<file path="src/rtl/aging_priority_scheduler_top_macros.svh">
// Assertion macros shared by the scheduler modules.
`ifndef AGING_PRIORITY_SCHEDULER_TOP_MACROS_SVH
`define AGING_PRIORITY_SCHEDULER_TOP_MACROS_SVH

// Condition that must hold at every clock edge out of reset.
`define APS_ASSERT_ALWAYS(label, cond, msg) \
  label: assert property (@(posedge clk) disable iff (rst) (cond)) else $error(msg);

// Consequent must hold in the same cycle as the antecedent.
`define APS_ASSERT_IMPLY(label, ante, cons, msg) \
  label: assert property (@(posedge clk) disable iff (rst) (ante) |-> (cons)) else $error(msg);

// Consequent must hold in the cycle after the antecedent.
`define APS_ASSERT_NEXT(label, ante, cons, msg) \
  label: assert property (@(posedge clk) disable iff (rst) (ante) |=> (cons)) else $error(msg);

`endif

</file>
<file path="src/rtl/aps_pkg.sv">
// Package with the types, constants and codes of the aging priority scheduler.
package aps_pkg;

  localparam int TASK_SLOTS = 16;
  localparam int SLOT_W     = $clog2(TASK_SLOTS);
  localparam int CNT_W      = $clog2(TASK_SLOTS + 1);
  localparam int PRIO_W     = 16;
  localparam int AGE_W      = 16;

  localparam int PRIO_ACCEPT_LOW  = -20;
  localparam int PRIO_ACCEPT_HIGH = 20;
  localparam int PRIO_MAX         = 32767;
  localparam int PRIO_MIN         = -32768;

  localparam logic [1:0] OP_SET    = 2'd0;
  localparam logic [1:0] OP_APPEND = 2'd1;
  localparam logic [1:0] OP_REMOVE = 2'd2;
  localparam logic [1:0] OP_SCHED  = 2'd3;

  localparam logic [1:0] STAT_OK     = 2'd0;
  localparam logic [1:0] STAT_EMPTY  = 2'd1;
  localparam logic [1:0] STAT_REJECT = 2'd2;
  localparam logic [1:0] STAT_LISTED = 2'd3;

  typedef enum logic [1:0] {
    ALU_CMP,
    ALU_AGE,
    ALU_RESTORE
  } alu_op_t;

  typedef enum logic [2:0] {
    S_IDLE,
    S_EXEC,
    S_FIND,
    S_SHIFT,
    S_SELECT,
    S_AGE,
    S_RESTORE
  } state_t;

  typedef struct packed {
    logic                     prio_we;
    logic                     age_we;
    logic [SLOT_W-1:0]        task_waddr;
    logic signed [PRIO_W-1:0] prio_wdata;
    logic [AGE_W-1:0]         age_wdata;
    logic                     list_we;
    logic [SLOT_W-1:0]        list_waddr;
    logic [SLOT_W-1:0]        list_wdata;
    logic                     flag_we;
    logic [SLOT_W-1:0]        flag_waddr;
    logic                     flag_wdata;
    logic                     count_we;
    logic [CNT_W-1:0]         count_wdata;
  } store_wr_t;

endpackage

</file>
<file path="src/rtl/aps_alu.sv">
// Shared saturating arithmetic unit: priority compare, aging step and restore.
module aps_alu (
  input  aps_pkg::alu_op_t                    op,
  input  logic signed [aps_pkg::PRIO_W-1:0]   a,
  input  logic signed [aps_pkg::PRIO_W-1:0]   b,
  input  logic [aps_pkg::AGE_W-1:0]           age,
  output logic                                lt,
  output logic signed [aps_pkg::PRIO_W-1:0]   prio_res,
  output logic [aps_pkg::AGE_W-1:0]           age_res
);

  logic signed [aps_pkg::PRIO_W+1:0] opa;
  logic signed [aps_pkg::PRIO_W+1:0] opb;
  logic signed [aps_pkg::PRIO_W+1:0] sum;

  always_comb begin
    opa = {{2{a[aps_pkg::PRIO_W-1]}}, a};
    case (op)
      aps_pkg::ALU_CMP:     opb = -$signed({{2{b[aps_pkg::PRIO_W-1]}}, b});
      aps_pkg::ALU_AGE:     opb = -(aps_pkg::PRIO_W+2)'(1);
      aps_pkg::ALU_RESTORE: opb = $signed({2'b00, age});
      default:              opb = '0;
    endcase
    sum = opa + opb;
    lt  = sum[aps_pkg::PRIO_W+1];

    if (sum > aps_pkg::PRIO_MAX) begin
      prio_res = aps_pkg::PRIO_W'(aps_pkg::PRIO_MAX);
    end else if (sum < aps_pkg::PRIO_MIN) begin
      prio_res = aps_pkg::PRIO_W'(aps_pkg::PRIO_MIN);
    end else begin
      prio_res = sum[aps_pkg::PRIO_W-1:0];
    end

    // The aging count only grows in the aging step; a restore clears it.
    if (op == aps_pkg::ALU_AGE) begin
      age_res = (age == '1) ? age : age + aps_pkg::AGE_W'(1);
    end else begin
      age_res = '0;
    end
  end

endmodule

</file>
<file path="src/rtl/aps_store.sv">
// Task table, ready list, listed flags and list count of the scheduler.
`include "aging_priority_scheduler_top_macros.svh"

module aps_store (
  input  logic                                clk,
  input  logic                                rst,
  input  aps_pkg::store_wr_t                  wr,
  input  logic [aps_pkg::SLOT_W-1:0]          task_raddr,
  input  logic [aps_pkg::SLOT_W-1:0]          list_raddr,
  input  logic [aps_pkg::SLOT_W-1:0]          flag_raddr,
  output logic signed [aps_pkg::PRIO_W-1:0]   prio_rd,
  output logic [aps_pkg::AGE_W-1:0]           age_rd,
  output logic [aps_pkg::SLOT_W-1:0]          list_rd,
  output logic                                flag_rd,
  output logic [aps_pkg::CNT_W-1:0]           count
);

  logic signed [aps_pkg::PRIO_W-1:0] prio_mem [aps_pkg::TASK_SLOTS];
  logic [aps_pkg::AGE_W-1:0]         age_mem  [aps_pkg::TASK_SLOTS];
  logic [aps_pkg::SLOT_W-1:0]        list_mem [aps_pkg::TASK_SLOTS];
  logic [aps_pkg::TASK_SLOTS-1:0]    flags;

  always_ff @(posedge clk) begin
    if (rst) begin
      for (int i = 0; i < aps_pkg::TASK_SLOTS; i++) begin
        prio_mem[i] <= '0;
        age_mem[i]  <= '0;
      end
      flags <= '0;
      count <= '0;
    end else begin
      if (wr.prio_we) begin
        prio_mem[wr.task_waddr] <= wr.prio_wdata;
      end
      if (wr.age_we) begin
        age_mem[wr.task_waddr] <= wr.age_wdata;
      end
      if (wr.flag_we) begin
        flags[wr.flag_waddr] <= wr.flag_wdata;
      end
      if (wr.count_we) begin
        count <= wr.count_wdata;
      end
    end
  end

  // The ready list is only used at positions below the count, so it needs no reset.
  always_ff @(posedge clk) begin
    if (wr.list_we) begin
      list_mem[wr.list_waddr] <= wr.list_wdata;
    end
  end

  assign prio_rd = prio_mem[task_raddr];
  assign age_rd  = age_mem[task_raddr];
  assign list_rd = list_mem[list_raddr];
  assign flag_rd = flags[flag_raddr];

  `APS_ASSERT_ALWAYS(a_count_bound, 32'(count) <= aps_pkg::TASK_SLOTS, "ready count beyond slots")

endmodule

</file>
<file path="src/rtl/aging_priority_scheduler_top.sv">
// Top level of the aging priority scheduler: request sequencer and its datapath.
//
//   Channel   Signals                               Handshake
//   request   opcode, task_slot, new_priority       start high while busy low
//   result    status, chosen_slot, chosen_priority  done high for one cycle
//
// Set, append and every request refused at its first check finish in the execute state;
// remove then searches for and compacts out its list entry, and schedule scans, ages,
// restores the chosen task and then compacts the ready list.
// The single ready-list read port and the shared arithmetic unit handle one
// list entry per cycle in the scan, aging and list-compaction passes.
// Reset (rst, synchronous) clears priorities, aging counts, flags and count.
// The receiver cannot stall: the result is shown for one cycle only, and a new
// request may be accepted meanwhile.
`include "aging_priority_scheduler_top_macros.svh"

module aging_priority_scheduler_top (
  input  logic               clk,
  input  logic               rst,
  input  logic               start,
  output logic               busy,
  input  logic [1:0]         opcode,
  input  logic [3:0]         task_slot,
  input  logic signed [5:0]  new_priority,
  output logic               done,
  output logic [1:0]         status,
  output logic [3:0]         chosen_slot,
  output logic signed [15:0] chosen_priority
);

  aps_pkg::state_t                    state, state_next;
  logic [1:0]                         op_r;
  logic [3:0]                         slot_r;
  logic signed [5:0]                  prio_r;
  logic [aps_pkg::CNT_W-1:0]          idx, idx_next;
  logic [aps_pkg::SLOT_W-1:0]         best_pos, best_pos_next;
  logic [aps_pkg::SLOT_W-1:0]         best_slot, best_slot_next;
  logic signed [aps_pkg::PRIO_W-1:0]  best_prio, best_prio_next;
  logic                               done_next;
  logic [1:0]                         status_next;
  logic [3:0]                         chosen_slot_next;
  logic signed [15:0]                 chosen_priority_next;

  aps_pkg::store_wr_t                 wr;
  logic [aps_pkg::SLOT_W-1:0]         task_raddr;
  logic [aps_pkg::SLOT_W-1:0]         list_raddr;
  logic [aps_pkg::SLOT_W-1:0]         slot_idx;
  logic signed [aps_pkg::PRIO_W-1:0]  prio_rd;
  logic [aps_pkg::AGE_W-1:0]          age_rd;
  logic [aps_pkg::SLOT_W-1:0]         list_rd;
  logic                               flag_rd;
  logic [aps_pkg::CNT_W-1:0]          count;

  aps_pkg::alu_op_t                   alu_op;
  logic                               alu_lt;
  logic signed [aps_pkg::PRIO_W-1:0]  alu_prio;
  logic [aps_pkg::AGE_W-1:0]          alu_age;

  logic                               slot_ok;
  logic                               last;
  logic [aps_pkg::CNT_W-1:0]          idx_inc;

  assign busy     = (state != aps_pkg::S_IDLE);
  assign slot_idx = aps_pkg::SLOT_W'(slot_r);
  assign slot_ok  = (32'(slot_r) < aps_pkg::TASK_SLOTS);
  assign idx_inc  = idx + aps_pkg::CNT_W'(1);
  assign last     = (idx_inc >= count);

  aps_store u_store (
    .clk        (clk),
    .rst        (rst),
    .wr         (wr),
    .task_raddr (task_raddr),
    .list_raddr (list_raddr),
    .flag_raddr (slot_idx),
    .prio_rd    (prio_rd),
    .age_rd     (age_rd),
    .list_rd    (list_rd),
    .flag_rd    (flag_rd),
    .count      (count)
  );

  aps_alu u_alu (
    .op       (alu_op),
    .a        (prio_rd),
    .b        (best_prio),
    .age      (age_rd),
    .lt       (alu_lt),
    .prio_res (alu_prio),
    .age_res  (alu_age)
  );

  always_ff @(posedge clk) begin
    if (rst) begin
      state <= aps_pkg::S_IDLE;
      done  <= 1'b0;
    end else begin
      state <= state_next;
      done  <= done_next;
    end
  end

  always_ff @(posedge clk) begin
    if (start && !busy) begin
      op_r   <= opcode;
      slot_r <= task_slot;
      prio_r <= new_priority;
    end
    idx             <= idx_next;
    best_pos        <= best_pos_next;
    best_slot       <= best_slot_next;
    best_prio       <= best_prio_next;
    status          <= status_next;
    chosen_slot     <= chosen_slot_next;
    chosen_priority <= chosen_priority_next;
  end

  always_comb begin
    state_next           = state;
    idx_next             = idx;
    best_pos_next        = best_pos;
    best_slot_next       = best_slot;
    best_prio_next       = best_prio;
    done_next            = 1'b0;
    status_next          = status;
    chosen_slot_next     = chosen_slot;
    chosen_priority_next = chosen_priority;
    wr                   = '0;
    list_raddr           = aps_pkg::SLOT_W'(idx);
    task_raddr           = list_rd;
    alu_op               = aps_pkg::ALU_CMP;

    case (state)
      aps_pkg::S_IDLE: begin
        if (start) begin
          state_next = aps_pkg::S_EXEC;
        end
      end

      aps_pkg::S_EXEC: begin
        status_next          = aps_pkg::STAT_OK;
        chosen_slot_next     = '0;
        chosen_priority_next = '0;
        idx_next             = '0;
        if (op_r == aps_pkg::OP_SCHED) begin
          if (count == '0) begin
            status_next = aps_pkg::STAT_EMPTY;
            done_next   = 1'b1;
            state_next  = aps_pkg::S_IDLE;
          end else begin
            state_next = aps_pkg::S_SELECT;
          end
        end else if (!slot_ok) begin
          status_next = aps_pkg::STAT_LISTED;
          done_next   = 1'b1;
          state_next  = aps_pkg::S_IDLE;
        end else if (op_r == aps_pkg::OP_SET) begin
          if (prio_r > aps_pkg::PRIO_ACCEPT_LOW && prio_r < aps_pkg::PRIO_ACCEPT_HIGH) begin
            wr.prio_we    = 1'b1;
            wr.task_waddr = slot_idx;
            wr.prio_wdata = aps_pkg::PRIO_W'(prio_r);
          end else begin
            status_next = aps_pkg::STAT_REJECT;
          end
          done_next  = 1'b1;
          state_next = aps_pkg::S_IDLE;
        end else if (op_r == aps_pkg::OP_APPEND) begin
          if (flag_rd || 32'(count) >= aps_pkg::TASK_SLOTS) begin
            status_next = aps_pkg::STAT_LISTED;
          end else begin
            wr.list_we     = 1'b1;
            wr.list_waddr  = aps_pkg::SLOT_W'(count);
            wr.list_wdata  = slot_idx;
            wr.flag_we     = 1'b1;
            wr.flag_waddr  = slot_idx;
            wr.flag_wdata  = 1'b1;
            wr.count_we    = 1'b1;
            wr.count_wdata = count + aps_pkg::CNT_W'(1);
          end
          done_next  = 1'b1;
          state_next = aps_pkg::S_IDLE;
        end else begin
          if (!flag_rd) begin
            status_next = aps_pkg::STAT_LISTED;
            done_next   = 1'b1;
            state_next  = aps_pkg::S_IDLE;
          end else begin
            state_next = aps_pkg::S_FIND;
          end
        end
      end

      aps_pkg::S_FIND: begin
        // The listed flag guarantees that the slot is somewhere in the list.
        if (list_rd == slot_idx) begin
          wr.flag_we    = 1'b1;
          wr.flag_waddr = slot_idx;
          wr.flag_wdata = 1'b0;
          state_next    = aps_pkg::S_SHIFT;
        end else begin
          idx_next = idx_inc;
        end
      end

      aps_pkg::S_SHIFT: begin
        list_raddr = aps_pkg::SLOT_W'(idx_inc);
        if (!last) begin
          wr.list_we    = 1'b1;
          wr.list_waddr = aps_pkg::SLOT_W'(idx);
          wr.list_wdata = list_rd;
          idx_next      = idx_inc;
        end else begin
          wr.count_we    = 1'b1;
          wr.count_wdata = count - aps_pkg::CNT_W'(1);
          if (op_r == aps_pkg::OP_SCHED) begin
            chosen_slot_next     = 4'(best_slot);
            chosen_priority_next = best_prio;
          end
          done_next  = 1'b1;
          state_next = aps_pkg::S_IDLE;
        end
      end

      aps_pkg::S_SELECT: begin
        alu_op = aps_pkg::ALU_CMP;
        // Strictly smaller wins, so a tie keeps the earlier list entry.
        if (idx == '0 || alu_lt) begin
          best_pos_next  = aps_pkg::SLOT_W'(idx);
          best_slot_next = list_rd;
          best_prio_next = prio_rd;
        end
        if (last) begin
          idx_next   = '0;
          state_next = aps_pkg::S_AGE;
        end else begin
          idx_next = idx_inc;
        end
      end

      aps_pkg::S_AGE: begin
        alu_op = aps_pkg::ALU_AGE;
        if (aps_pkg::SLOT_W'(idx) != best_pos) begin
          wr.prio_we    = 1'b1;
          wr.age_we     = 1'b1;
          wr.task_waddr = list_rd;
          wr.prio_wdata = alu_prio;
          wr.age_wdata  = alu_age;
        end
        if (last) begin
          state_next = aps_pkg::S_RESTORE;
        end else begin
          idx_next = idx_inc;
        end
      end

      aps_pkg::S_RESTORE: begin
        alu_op         = aps_pkg::ALU_RESTORE;
        task_raddr     = best_slot;
        wr.prio_we     = 1'b1;
        wr.age_we      = 1'b1;
        wr.task_waddr  = best_slot;
        wr.prio_wdata  = alu_prio;
        wr.age_wdata   = alu_age;
        wr.flag_we     = 1'b1;
        wr.flag_waddr  = best_slot;
        wr.flag_wdata  = 1'b0;
        best_prio_next = alu_prio;
        idx_next       = aps_pkg::CNT_W'(best_pos);
        state_next     = aps_pkg::S_SHIFT;
      end

      default: begin
        state_next = aps_pkg::S_IDLE;
      end
    endcase
  end

  `APS_ASSERT_NEXT(a_accept_busy, start && !busy, busy, "accepted request did not raise busy")
  `APS_ASSERT_IMPLY(a_done_after_work, done, $past(busy), "result without a request in progress")
  `APS_ASSERT_IMPLY(a_empty_zero, done && status == aps_pkg::STAT_EMPTY, chosen_slot == '0 && chosen_priority == '0, "empty schedule reported a task")
  `APS_ASSERT_IMPLY(a_scan_nonempty, state == aps_pkg::S_SELECT || state == aps_pkg::S_AGE, count != '0, "scan over an empty ready list")

endmodule

</file>
<file path="config.mk">
export PLATFORM = sky130hd
export DESIGN_NAME = aging_priority_scheduler_top
export DESIGN_NICKNAME = d
export VERILOG_FILES = /design/src/rtl/aps_pkg.sv /design/src/rtl/aps_alu.sv /design/src/rtl/aps_store.sv /design/src/rtl/aging_priority_scheduler_top.sv
export VERILOG_INCLUDE_DIRS = /design/src /design/src/rtl
export SDC_FILE = /design/constraint.sdc
export NUM_CORES = 1
export LEC_CHECK = 0
export BUFFER_PORTS_ARGS = -buffer_cell sky130_fd_sc_hd__buf_2
export CAP_MARGIN = 20
export CORE_UTILIZATION = 64
export CTS_CLUSTER_DIAMETER = 60
export DETAILED_ROUTE_END_ITERATION = 8
export GPL_TIMING_DRIVEN = 1
export PLACE_DENSITY_LB_ADDON = 0.3
export SLEW_MARGIN = 10
export SYNTH_ARGS = -nofsm -noshare
export SYNTH_HDL_FRONTEND = slang
export SYNTH_SLANG_ARGS = --single-unit
</file>
<file path="constraint.sdc">
create_clock -name clk -period 9.62 [get_ports clk]
set_clock_uncertainty 0.05 [all_clocks]
set_input_delay 0.481 -clock clk [delete_from_list [all_inputs] [get_ports clk]]
set_output_delay 0.481 -clock clk [all_outputs]
set_load 0.02 [all_outputs]
</file>
* After elaboration in Yosys (flattened, before gate mapping)
Memories as Yosys holds them, arrays and structs flattened.
Index checks and enable logic that the tools add are counted.
** Operators by class
- Add/subtract/negate cells :: 6
- Magnitude comparators :: 9
- Equal/unequal tests :: 22
- Mux-type cells :: 87
- Reduce and logical (&&, ||, !) cells :: 23
** Operators with widths (count)
- 16-bit 2-to-1 mux :: 9
- 16-bit one-hot mux with 2 select lines :: 3
- 21-bit 2-to-1 mux :: 4
- 20-bit 2-to-1 mux :: 3
- 20-bit one-hot mux with 3 select lines :: 1
- 18-bit one-hot mux with 3 select lines :: 1
- 38-bit 2-to-1 mux :: 1
- 16-bit OR reduction :: 2
- 3-bit 2-to-1 mux :: 9
- 5-bit one-hot mux with 5 select lines :: 1
- 1-bit 2-to-1 mux :: 24
- 4-bit 2-to-1 mux :: 6
- 3-bit one-hot mux with 7 select lines :: 1
- 16-bit by 18-bit adder with 18-bit output :: 1
- 18-bit by 16-bit greater-than comparator with 1-bit output (second input constant) :: 1
- 18-bit by 16-bit < comparator with 1-bit output (second input constant) :: 1
- 2-bit != test (second input constant) :: 9
- 16-bit negation with 18-bit output :: 1
- 6-bit one-hot mux with 3 select lines :: 1
- 9-bit one-hot mux with 2 select lines :: 1
- 16-bit by 1-bit adder with 16-bit output (second input constant) :: 1
- 16-bit bitwise mux :: 1
- 16-bit equality test (second input constant) :: 1
- 5-bit 2-to-1 mux :: 3
- 38 further kinds :: 61
** Word-level totals
- Register bits after elaboration :: 88
- Bits in writable memories :: 576
- Word-level logic and storage cells :: 164
- Memories :: 3
** Memory list
- u_store.age_mem :: depth 16, bits a word 16, rd ports 1, clocked after Yosys merged registers in 0, wr ports 16, line aps_store.sv:19 : logic [aps_pkg::AGE_W-1:0] age_mem [aps_pkg::TASK_SLOTS];
- u_store.prio_mem :: depth 16, bits a word 16, rd ports 1, clocked after Yosys merged registers in 0, wr ports 16, line aps_store.sv:18 : logic signed [aps_pkg::PRIO_W-1:0] prio_mem [aps_pkg::TASK_SLOTS];
- u_store.list_mem :: depth 16, bits a word 4, rd ports 1, clocked after Yosys merged registers in 0, wr ports 1, line aps_store.sv:20 : logic [aps_pkg::SLOT_W-1:0] list_mem [aps_pkg::TASK_SLOTS];

* Longest topological paths before layout
Gate-level depths: netlist (run 1).
An unclocked memory read counts as a cell.
- Depth in word-level cells :: 17
- Depth in mapped cells :: 38
- Gate-level depth less buffers :: 28

* Cells and area by module
Synthesis (run 1) repeated with hierarchy kept, for this count alone.
** Unflattened totals
- Cells, all modules :: 2363
- Area, all modules :: 32336.0 µm²
** By module, submodules not included
- aps_store :: times used 1, cells each 1676, area an instance 26584.2 µm², seq. area each 17717.0 µm²
- aging_priority_scheduler_top :: times used 1, cells each 378, area an instance 3817.4 µm², seq. area each 1971.9 µm²
- aps_alu :: times used 1, cells each 309, area an instance 1934.4 µm², seq. area each 0.0 µm²

* Least setup slack after synthesis (run 1)
Ideal clock, no wire load.
- Path type :: register to register
- From :: register idx[1] in the netlist's numbering
- To :: memory u_store.prio_mem[12][12] in the netlist's numbering (data pin)
- Arrival time :: 7730 ps
- Data required time :: 9306 ps
- Slack :: 1576 ps
- Cell stages (with the launch flop) :: 38
- Path buffers :: 13
- Path through :: edfxtp_1 -> buf_4 -> buf_4 -> buf_6 -> buf_2 -> inv_1 -> ha_1 -> buf_4 -> mux2i_1 -> mux4_2 -> mux2i_1 -> mux2_2 -> a21oi_4 -> buf_4 -> buf_6 -> buf_2 -> clkbuf_1 -> clkbuf_1 -> (+2 left out) -> nand3_1 -> nand3_1 -> a31oi_1 -> ha_1 -> a21oi_1 -> o21ai_0 -> o311a_1 -> a221o_1 -> a41o_1 -> nor2_1 -> o21ai_0 -> xnor3_2 -> o211a_4 -> nand2b_4 -> buf_12 -> a21oi_4 -> buf_6 -> nor2_1
** RTL lines
- from (decl) :: line aging_priority_scheduler_top.sv:35 : logic [aps_pkg::CNT_W-1:0] idx, idx_next;
- from (signal assigned) :: line aging_priority_scheduler_top.sv:109 : idx <= idx_next;
- to (decl) :: line aps_store.sv:18

==> results of run 1 <==
[Yosys cell counts (all sizes together), types with 24 or more instances]
cell type / n
a21o: 24
dfxtp: 25
a31oi: 41
inv: 26
nor2: 540
clkbuf: 121
o21ai: 62
xnor2: 26
and2: 27
and3: 43
edfxtp: 639
nand2b: 25
nand2: 382
buf: 81
mux4: 28
a21oi: 125
nand3: 124
ha: 28
a211oi: 36
nor3: 29
or3: 24
mux2i: 240
[through the flow]
step | worst slack, ps | hold WS, ps
floorplan | 1580 | 400
global placement | 805 | 409
detailed placement | 553 | 420
CTS | 475 | 2.42
global route | -131 | 7.18
finish | 362 | 20.9
[worst max-delay path by stage]
stage                                        endpoint  slack (ps)                 start  cells past startpoint
2_1_floorplan  u_store.prio_mem[12][12]$_SDFFCE_PN0P_        1580  idx[1]$_SDFFCE_PN0P_                     37
3_3_place_gp   u_store.prio_mem[12][10]$_SDFFCE_PN0P_         800  idx[0]$_SDFFCE_PN0P_                     26
3_5_place_dp    u_store.prio_mem[8][10]$_SDFFCE_PN0P_         550  idx[1]$_SDFFCE_PN0P_                     26
4_1_cts         u_store.prio_mem[4][10]$_SDFFCE_PN0P_         470  idx[1]$_SDFFCE_PN0P_                     26
5_1_grt         u_store.prio_mem[4][10]$_SDFFCE_PN0P_        -130  idx[0]$_SDFFCE_PN0P_                     27
6_report        u_store.prio_mem[4][10]$_SDFFCE_PN0P_         360  idx[0]$_SDFFCE_PN0P_                     25
[timing repair]
action / 4_1_cts / 5_1_grt
hold buffers: 11 / 0
setup buffers: 0 / 10
hold endpoints to repair: 11 / 0
endpoints found under the setup margin: 0 / 213
resized for setup: 0 / 2
[flip-flops by register name, indices dropped and copies added, names as in the netlist, 6 cells and up]
name and count:
u_store.age_mem 256, u_store.prio_mem 256, u_store.list_mem 64, best_prio 16, chosen_priority 16, u_store.flags 16
prio_r 6
[kinds of logic after synthesis]
group / after synthesis / synth area share, %
and+or+nand+nor: 1249 / 16.3
DFF: 664 / 59.1
AOI/OAI and AO/OA: 427 / 9.46
muxes: 272 / 9.26
buffers and inverters: 228 / 3.68
xor gates and xnor gates: 40 / 1.12
adders and majority gates: 29 / 1.11
[power by group through the flow]
stage	combinational (mW)	sequential, mW	clock, mW
3_5_place_dp	1.06	3.35	0
6_report	1.11	3.29	2.74
3_3_place_gp	1.03	3.34	0
4_1_cts	1.07	3.29	2.74
2_1_floorplan	0.858	3.33	0
5_1_grt	1.18	3.29	2.85
[routing by layer]
layer	vias to the layer above	GRT usage [%]
met1	11900	46.1
li1	10600	-
met2	1663	52.3
met3	281	7.06
met5	-	0
met4	0	14.7
[final cells by class]
class	instances	area, µm²	share of cell area [%]
Clock inverter	35	360	0.992
Clock buffer	91	1940	5.34
Multi-Input combinational cell	2019	12500	34.5
Tap cell	680	851	2.34
Timing Repair Buffer	113	858	2.36
Inverter	26	97.6	0.269
Sequential cell	664	19700	54.2
==> run summary, run 1 <==
worst-margin pin slew: 1220 ps
GRT overflow: 0
commonest non-fill, non-tap cell in the layout: edfxtp_1
DR WL met3: 10800 µm
hpwl dp: 56100 µm
Post-synth top flop: edfxtp_1
Num CTS Buffers: 70
CP Buf/Inv Count: 4
initial antenna violation count: 0
Routed Antenna Nets: 0
CTS tree: yes
cell area after synthesis: 0.0333 mm²
cell area after layout: 0.0363 mm²
Internal: 5.19 mW
outcome: finished clean
switch share: 27.3%
gpl congestion: 0.962
final worst path period need: 9260 ps
sequential share of the synthesized area: 59.1%
Synth async-reset ratio: 0%
Vias/cell: 6.73
# IOs: 39
fmax: 108 MHz
worst vdd ir: 0.199 mV
DR pass1 iterations: 7
final core utilization: 70.6%
syn avg cell area: 11.5 µm²
Max Cap Viol: 0
CP top delay family: compound AO/OA/AOI/OAI gates
CP max stage delay: 720 ps
distinct cell type count after synthesis: 96
clk slew on worst S/H paths: 60 ps
initial core utilization: 64.8%
Seq pwr share: 46.0%
Post-Synthesis Cells: 2909
PortBufs: 38
met2 wire length: 41900 µm
WL final: 90500 µm
Gate power share: 15.6%
dpl cells: 3476
Worst Hold Depth: 1
WHS Endpoint: prio_r[4]$_DFFE_PP_
DR vias: 24400
share of cells above drive strength 1: 10.3%
R2R cell count: 25
diodes inserted: 0
Synth warnings: 0
top cell type's share of synthesized area: 57.6%
Core ar.: 0.0514 mm²
HP Class: in2reg
Max transition margin: 18.5%
CTS sink count: 664
synth-to-layout area growth: 8.97%
FP Rows: 83
die width: 230 µm
WP data arrival: 9560 ps
R2R Setup Slk: 360 ps
Finished Layout Cells: 3628
final worst path period share: 96.2%
CP Class: reg2reg
crit path launch type: flop
Clock power frac: 38.4%
DP Area: 0.0337 mm²
Setup TNS: 0 ps
Req. time, crit path: 9920 ps
Reg-to-Reg End: u_store.prio_mem[4][10]$_SDFFCE_PN0P_
DR iter-0 viols: 3532
Worst-Skew Late Latency: 630 ps
Slew Viols, Final: 0
WL/cell: 25.0 µm
overall power: 7.14 mW
P_leak: 13.5 nW
die height: 230 µm
first-pass GRT wire length: 135000 µm
# DRC: 0
Area contributors post-synth: edfxtp_1 (58%), mux2i_1 (7.2%), nor2_1 (6.0%)
PwrDens: 197 mW/mm²
CP Max Fanout: 47
Layout fillers: 3513
largest net degree at the start of global routing: 85
final setup vio count: 0
M1 WL: 34000 µm
highest routed layer: met4
post-synth top area cell: edfxtp_1
Net Count, Synth: 2953
H-tree lvl count: 3
clk root buf: clkbuf_16
slowest CP cell: a21oi_4
Die Footprint: 0.0530 mm²
vias in the first global route: 23500
Post-synth EDFFs: 639
Net Sw Power: 1.95 mW
Hold Path Origin: new_priority[4]
worst r2r src: idx[0]$_SDFFCE_PN0P_
most frequent cells in the layout: edfxtp_1 (639), nor2_1 (536), nand2_1 (381)
final hold viol count: 0
total track usage: 33.7%
Nets: 2938
Max clock buf depth: 3
Setup crit end kind: flop
flop and latch count out of synthesis: 664
No activity file was read; power rests on OpenSTA's default activity.
==> inputs of run 2 (changes only) <==
CORE_MARGIN = 3   (was not set)
HOLD_SLACK_MARGIN = 0.03   (was not set)
==> run summary, run 2 (synthesis gave the netlist of run 1 again) <==
Worst-Skew Late Latency: 610 ps (-20 ps)
outcome: finished clean
DR pass1 iterations: 7 (unchanged)
WP data arrival: 9410 ps (-150 ps)
synth-to-layout area growth: 8.21%
Routed Antenna Nets: 0 (unchanged)
CTS sink count: 664 (unchanged)
commonest non-fill, non-tap cell in the layout: edfxtp_1
hold_ws: 223 ps (+202 ps)
DR iter-0 viols: 3542 (+0.28%)
vias in the first global route: 23000 (-2.0%)
# DRC: 0 (unchanged)
first-pass GRT wire length: 134000 µm (-0.59%)
Max clock buf depth: 3 (unchanged)
fmax: 110 MHz (+1.5%)
worst-margin pin slew: 1120 ps (-102 ps)
final worst path period share: 94.9% (-1.4 points)
Num CTS Buffers: 71 (+1.4%)
die height: 234 µm (+1.7%)
RSZ-0062 raised after global routing: false
post-CTS setup buffer count: 0 (unchanged)
WL final: 89100 µm (-1.6%)
Setup TNS: 0 ps (unchanged)
P_leak: 13.4 nW (-0.98%)
Reg area: 0.0197 mm² (unchanged)
gpl congestion: 0.974 (+1.2%)
initial antenna violation count: 3 (+3)
CTS resizes: 0 (unchanged)
Req. time, crit path: 9900 ps (-20 ps)
HP Class: in2reg
Nets: 2923 (-0.51%)
Die Footprint: 0.0548 mm² (+3.5%)
PortBufs: 38 (unchanged)
final setup vio count: 0 (unchanged)
Vias/cell: 6.72 (-0.19%)
DR vias: 24200 (-0.79%)
PwrDens: 194 mW/mm² (-1.4%)
Slew Viols, Final: 0 (unchanged)
WL/cell: 24.7 µm (-1.0%)
die width: 234 µm (+1.7%)
Max transition margin: 24.1% (+5.6 points)
H-tree lvl count: 3 (unchanged)
share of cells above drive strength 1: 9.61% (-0.66 points)
initial core utilization: 65.6% (+0.79 points)
clk root buf: clkbuf_16
hpwl dp: 55600 µm (-0.99%)
Layout fillers: 3341 (-4.9%)
biggest regs: u_store.age_mem: 256 flops, u_store.prio_mem: 256 flops, u_store.list_mem: 64 flops
Core ar.: 0.0508 mm² (-1.2%)
FP Rows: 82 (-1.2%)
# IOs: 39 (unchanged)
CP Max Fanout: 28 (-40%)
crit path launch type: flop
largest net degree at the start of global routing: 104 (+22%)
GRT overflow: 0 (unchanged)
overall power: 6.99 mW (-2.1%)
multi-input logic area: 0.0125 mm² (-0.28%)
Setup crit end kind: flop
CTS tree: yes
most frequent cells in the layout: edfxtp_1 (639), nor2_1 (536), nand2_1 (381)
CP Class: reg2reg
Max Cap Viol: 0 (unchanged)
final hold viol count: 0 (unchanged)
Hold-fix buffers, CTS: 12 (+1)
final worst path period need: 9120 ps (-134 ps)
clk slew on worst S/H paths: 60 ps (about the same)
worst vdd ir: 0.154 mV (-22%)
total track usage: 32.4% (-1.3 points)
[run 2: cell count changes in the layout (fill, tap and decap cells not counted), sizes merged, moves of 2 or more]
cell	change
bufinv	-5
clkbuf	+4
inv	+4
buf	-15
a31oi	-2
clkinv	-2
[run 2: where the power goes]
part	switching, mW	total [mW]	internal, mW	leakage (nW)
sequential	0.0399	3.29	3.25	6.66
clock	1.12	2.60	1.48	1.06
combinational	0.776	1.10	0.328	5.64
total	1.93	6.99	5.06	13.4
[run 2: metal layers]
metal	vias to the layer above	global-route usage, %	wire length, µm
met5	-	0	12
met4	2	12.5	3460
met3	250	7.03	11600
met2	1770	50.2	40900
met1	11700	45.3	33100
li1	10600	-	-
[run 2: metrics by stage]
step                cell area (µm²)  util (%)  instances  setup WS (ps)
CTS                           36000      70.9       3602            651
finish                        36100      71.0       3606            495
global route                  36000      71.0       3605            135
floorplan                     33300         -       2909           1580
global placement              33700      66.4       3462            970
detailed placement            33700      66.4       3463            689
[run 2: worst paths after layout]
path | cells past startpoint | startpoint | end | slack (ps)
max | 25 | idx[0]$_SDFFCE_PN0P_ | u_store.prio_mem[4][3]$_SDFFCE_PN0P_ | 500
min | 3 | start | slot_idx[3]$_DFFE_PP_ | 220
max reg2reg | 25 | idx[0]$_SDFFCE_PN0P_ | u_store.prio_mem[4][3]$_SDFFCE_PN0P_ | 500
min reg2reg | 2 | u_store.flags[9]$_SDFFE_PP0P_ | u_store.flags[9]$_SDFFE_PP0P_ | 430
[run 2: critical path: stages, from the launching register on]
cell	delay, ps
edfxtp_1	340
buf_4	310
ha_1	270
nand4b_1	160
xor2_2	660
mux4_2	590
a21oi_1	210
o21ai_2	160
a31oi_4	670
buf_4	460
buf_4	330
a311oi_1	90
a211oi_1	440
a31oi_1	170
ha_1	440
a21o_1	200
a21o_1	180
a221o_1	410
a41o_1	300
nor2_1	260
o21ai_0	180
xnor3_2	500
o21bai_4	500
a21oi_4	290
a2bb2oi_4	510
nor2_1	130
[run 2: final cells by class]
type                       count  area share (%)
antenna                        1         0.00694
clock buffer                  95            5.41
clock inverter                32           0.621
inverter                      26           0.271
multi-input combinational   2017            34.6
sequential                   664            54.6
tap                          672            2.33
timing repair buffer          99            2.13
